### src/rtl/rpvg_pkg.sv
// Shared types, constants and the arctangent table for the rectangle vertex generator.
`timescale 1ns / 1ps
package rpvg_pkg;

    localparam int COORD_WIDTH_DEF  = 32;
    localparam int CORDIC_STEPS_DEF = 16;

    // CORDIC datapath widths: x/y in Q30, z in Q16 degrees
    localparam int CW = 32;
    localparam int ZW = 26;

    localparam logic signed [CW-1:0] CORDIC_GAIN = 32'sd652032875;

    // angles in Q24.8 degrees
    localparam logic [16:0] DEG90  = 17'd23040;
    localparam logic [16:0] DEG180 = 17'd46080;
    localparam logic [16:0] DEG270 = 17'd69120;
    localparam logic [16:0] DEG360 = 17'd92160;

    // ceil(2^32 / 45), used to divide by 360 degrees after a shift by 11
    localparam logic signed [27:0] RECIP45 = 28'sd95443718;

    localparam logic [2:0] KIND_SOLID  = 3'd0;
    localparam logic [2:0] KIND_HAZARD = 3'd1;

    localparam logic [1:0] SUPPORT_NONE = 2'd1;

    localparam logic [2:0] SHAPE_TRIANGLE = 3'd0;
    localparam logic [2:0] SHAPE_AXIS     = 3'd1;
    localparam logic [2:0] SHAPE_ROTATED  = 3'd2;
    localparam logic [2:0] SHAPE_HAZARD   = 3'd3;
    localparam logic [2:0] SHAPE_REF      = 3'd4;

    typedef struct packed {
        logic signed [CW-1:0] x;
        logic signed [CW-1:0] y;
        logic signed [ZW-1:0] z;
    } cordic_t;

    function automatic logic signed [ZW-1:0] atan_q16(input int unsigned i);
        logic signed [ZW-1:0] r;
        case (i)
            0:  r = 26'sd2949120;
            1:  r = 26'sd1740967;
            2:  r = 26'sd919879;
            3:  r = 26'sd466945;
            4:  r = 26'sd234379;
            5:  r = 26'sd117305;
            6:  r = 26'sd58666;
            7:  r = 26'sd29335;
            8:  r = 26'sd14668;
            9:  r = 26'sd7334;
            10: r = 26'sd3667;
            11: r = 26'sd1833;
            12: r = 26'sd917;
            13: r = 26'sd458;
            14: r = 26'sd229;
            15: r = 26'sd115;
            16: r = 26'sd57;
            17: r = 26'sd29;
            18: r = 26'sd14;
            19: r = 26'sd7;
            20: r = 26'sd4;
            21: r = 26'sd2;
            22: r = 26'sd1;
            default: r = 26'sd0;
        endcase
        return r;
    endfunction

endpackage

### src/rtl/rpvg_cordic_cell.sv
// One rotation-mode CORDIC step with its output register.
`timescale 1ns / 1ps
module rpvg_cordic_cell
    import rpvg_pkg::*;
#(
    parameter int STEP = 0
)
(
    input  logic    clk,
    input  logic    en,
    input  cordic_t din,
    output cordic_t dout
);

    cordic_t dout_reg;
    cordic_t dout_next;

    always_comb
    begin
        logic signed [CW-1:0] xs;
        logic signed [CW-1:0] ys;
        xs = din.x >>> STEP;
        ys = din.y >>> STEP;
        if (din.z >= 0)
        begin
            dout_next.x = din.x - ys;
            dout_next.y = din.y + xs;
            dout_next.z = din.z - atan_q16(STEP);
        end
        else
        begin
            dout_next.x = din.x + ys;
            dout_next.y = din.y - xs;
            dout_next.z = din.z + atan_q16(STEP);
        end
    end

    always_ff @(posedge clk)
    begin
        if (en)
        begin
            dout_reg <= dout_next;
        end
    end

    assign dout = dout_reg;

endmodule

### config.mk
export PLATFORM = sky130hd
export DESIGN_NAME = rpvg_cordic_cell
export DESIGN_NICKNAME = d
export VERILOG_FILES = /design/src/rtl/rpvg_pkg.sv /design/src/rtl/rpvg_cordic_cell.sv
export SDC_FILE = /design/constraint.sdc
export NUM_CORES = 1
export LEC_CHECK = 0
export BUFFER_PORTS_ARGS = -buffer_cell sky130_fd_sc_hd__buf_4
export CAP_MARGIN = 15
export CORE_AREA = 5 5 161 163
export CTS_CLUSTER_SIZE = 10
export DETAILED_ROUTE_END_ITERATION = 12
export DIE_AREA = 0 0 166 168
export GPL_TIMING_DRIVEN = 0
export PLACE_DENSITY = 0.59
export SLEW_MARGIN = 10
export SYNTH_ARGS = -nofsm -noshare
export SYNTH_HDL_FRONTEND = slang
export SYNTH_SLANG_ARGS = --single-unit
### constraint.sdc
create_clock -name clk -period 4.1 [get_ports clk]
set_input_delay 0.615 -clock clk [delete_from_list [all_inputs] [get_ports clk]]
set_output_delay 0.615 -clock clk [all_outputs]
set_load 0.02 [all_outputs]
==> metrics <==
area delta synth->final=24.9%; Syn Area/Cell=around 8.7 um2; Slew Viols, Final=0; register area share after synthesis=0.320; CP arrival=3.84 ns; die area=around 28000 um2; Clk pwr share=0.230; CP max-delay cell=a2111oi_0; drt drc=0; Comb pwr share=0.417; Worst Path Required=roughly 4.2 ns; DP Cell Count=roughly 1500; initial antenna violation count=0; GRT overflow=0; Core ar.=24200 um2; max cap viols=0; Worst-path clk slew=about 0.06 ns; die boundary width=approximately 170 um; Worst setup SP type=primary input; worst-path maximum fanout=10; WS Path Type=in -> reg; CTS tree=done; GRT Total Usage=0.191; RSZ-0062 raised after global routing=no; Finished Layout Cells=about 1500; global-route wire length before repair=42.7 mm; worst hold path stage count=1; post-route ant nets=0; Ant. Diodes=0; DR pass1 iterations=7; IO Port Bufs=roughly 180; Period Utilization, post-route=0.922; Final setup viols=0; WL/cell=around 19 um; Via density=5.35; PwrDens=334 nW/um2; Crit path largest cell delay=approximately 0.66 ns; flop and latch count out of synthesis=between 80 and 90; switching share of power=0.362; Post-synth EDFFs=just under 90; prevailing post-synth register cell=edfxtp_1; worst vdd ir=0.000228 V; Leak=4.58 nW; Power Internal=approximately 2.2 mW; htree depth=3; vias in the first global route=approximately 7600; via count=roughly 7900; max reg flops=89; # rows=57; Synth Warn #=0; area of the mapped netlist=~8300 um2; CTS buffer count=9; Final Hold Fails=0; CP cell instances=buf_4, inv_1, ha_1, buf_2, nand2_1, a2111oi_0, nor2_1, o31ai_2, a31oi_1, o211ai_1, o21ai_0, xnor2_1; GP Congestion=between 0.9 and 1; Slew HR=0.236; ys async rst share=0; Starting DRT DRC Count=roughly 730; CP Capture Type=flop; FMAX=~0.26 GHz; proportion of layout cells with a drive suffix above 1=0.193; CTS Buffer Depth=2; nets@finish=1345; hold crit path type=in -> reg; Net Count, Synth=1153; CTS sink count=89; Mapped Cells=between 900 and 1000; status=finished clean; Psw=between 1 and 1.5 mW; Netlist cell types=between 70 and 80; chip height=~170 um; Final min period=between 3 and 4 ns; Least-Margin Pin Slew=between 1 and 1.5 ns; WL final=between 20 and 30 mm; effective utilization at floorplan=0.345; Ports=182; register share of total power=0.353; clk root buf=clkbuf_16; largest net degree at the start of global routing=90; Fin Hold WS=~0.46 ns; post-DP HPWL=roughly 23 mm
-- metrics by stage --
| step | setup TNS [ns] | util | total power, mW | area [um2] | setup slack, ns |
|---|---|---|---|---|---|
| after floorplan | 0 | - | 2.11 | 8350 | 0.259 |
| after global placement | -2.35 | 0.418 | 2.68 | 10100 | -0.911 |
| after detailed placement | -2.94 | 0.418 | 2.68 | 10100 | -1.00 |
| after CTS | 0 | 0.430 | 3.49 | 10400 | 0.0825 |
| after global routing | 0 | 0.431 | 3.67 | 10400 | 0.0598 |
| final | 0 | 0.431 | 3.48 | 10400 | 0.321 |
-- synth_stat cells (11+ instances only) --
cell      instances  area, um2
a211oi_1         11       82.6
nand3_1          14       70.1
xor2_1           12        105
xnor2_1          55        482
o21ai_0          63        315
o21bai_1         26        195
nor2b_1          11       68.8
o211ai_1         16        120
clkbuf_1         25       93.8
nor3_1           18       90.1
nand4_1          16        100
nand2_1          47        176
ha_1            102       1280
a21o_1           19        143
edfxtp_1         89       2670
a21oi_1         106        531
inv_1           105        394
nor2_1           77        289
-- cell usage in the layout (no fill, tap or decap), types with 16 or more instances in the layout --
| master | Yosys | final |
|---|---|---|
| buf_4 | 1 | 182 |
| clkbuf_1 | 25 | 27 |
| a21o_1 | 19 | 19 |
| nor2_1 | 77 | 77 |
| nand4_1 | 16 | 16 |
| o211ai_1 | 16 | 16 |
| inv_1 | 105 | 105 |
| a21oi_1 | 106 | 106 |
| nor3_1 | 18 | 18 |
| nand2_1 | 47 | 47 |
| xnor2_1 | 55 | 55 |
| o21bai_1 | 26 | 26 |
| edfxtp_1 | 89 | 89 |
| ha_1 | 102 | 102 |
| o21ai_0 | 63 | 63 |
-- power groups by stage --
stage	sequential, mW	combinational [mW]	clock, mW
6_report	1.23	1.45	0.800
5_1_grt	1.24	1.57	0.862
4_1_cts	1.23	1.44	0.820
3_5_place_dp	1.25	1.44	0
3_3_place_gp	1.24	1.43	0
2_1_floorplan	1.42	0.684	0
-- path summary, 6_finish.rpt --
check / startpoint / to / slack (ns)
worst max-delay path: din[32] / dout[49] / 0.32
worst min-delay path: din[8] / dout[8] / 0.46
-- repair_timing --
action	in CTS	in global routing
setup endpoints to repair	3	7
pin swaps	0	1
gates resized for setup	8	6
gates cloned	0	0
hold buffers	0	0
hold endpoints to repair	0	0
buffers inserted	0	0
-- critical path, delay by kind of cell --
kind,cells,cell delay (ns)
buf+inv,3,0.36
xor+xnor,1,0.18
compound gates,5,2.04
simple gates,2,0.36
fa+ha+maj,1,0.28
-- kinds of logic after synthesis --
kind of cell             Yosys count  share of synthesized area
AO/OA/AOI/OAI                    315                      0.242
multiplexers                       5                    0.00599
flip-flops                        89                      0.320
XOR/XNOR                          67                     0.0703
adder cells (fa/ha/maj)          106                      0.162
AND/OR/NAND/NOR                  222                      0.127
buffers and inverters            151                     0.0713
-- cell type report --
class                   count  area, um2
clock buffers              12        236
inverters                 107        404
well taps                 324        405
flip-flops and latches     89       2670
multi-input cells         715       5100
clock inverters             4       43.8
fillers                  2415      13700
plain buffers              44        205
repair buffers            181       1360
-- routing by layer --
metal,track usage,part of all wire,vias to the layer above,wire length [um]
li1,-,-,3810,-
met1,0.264,0.45,3677,12400
met2,0.313,0.45,382,12400
met3,0.0345,0.083,28,2310
met4,0.0452,0.016,0,448
met5,0,0,-,0
(Power assumes the default switching activity.)
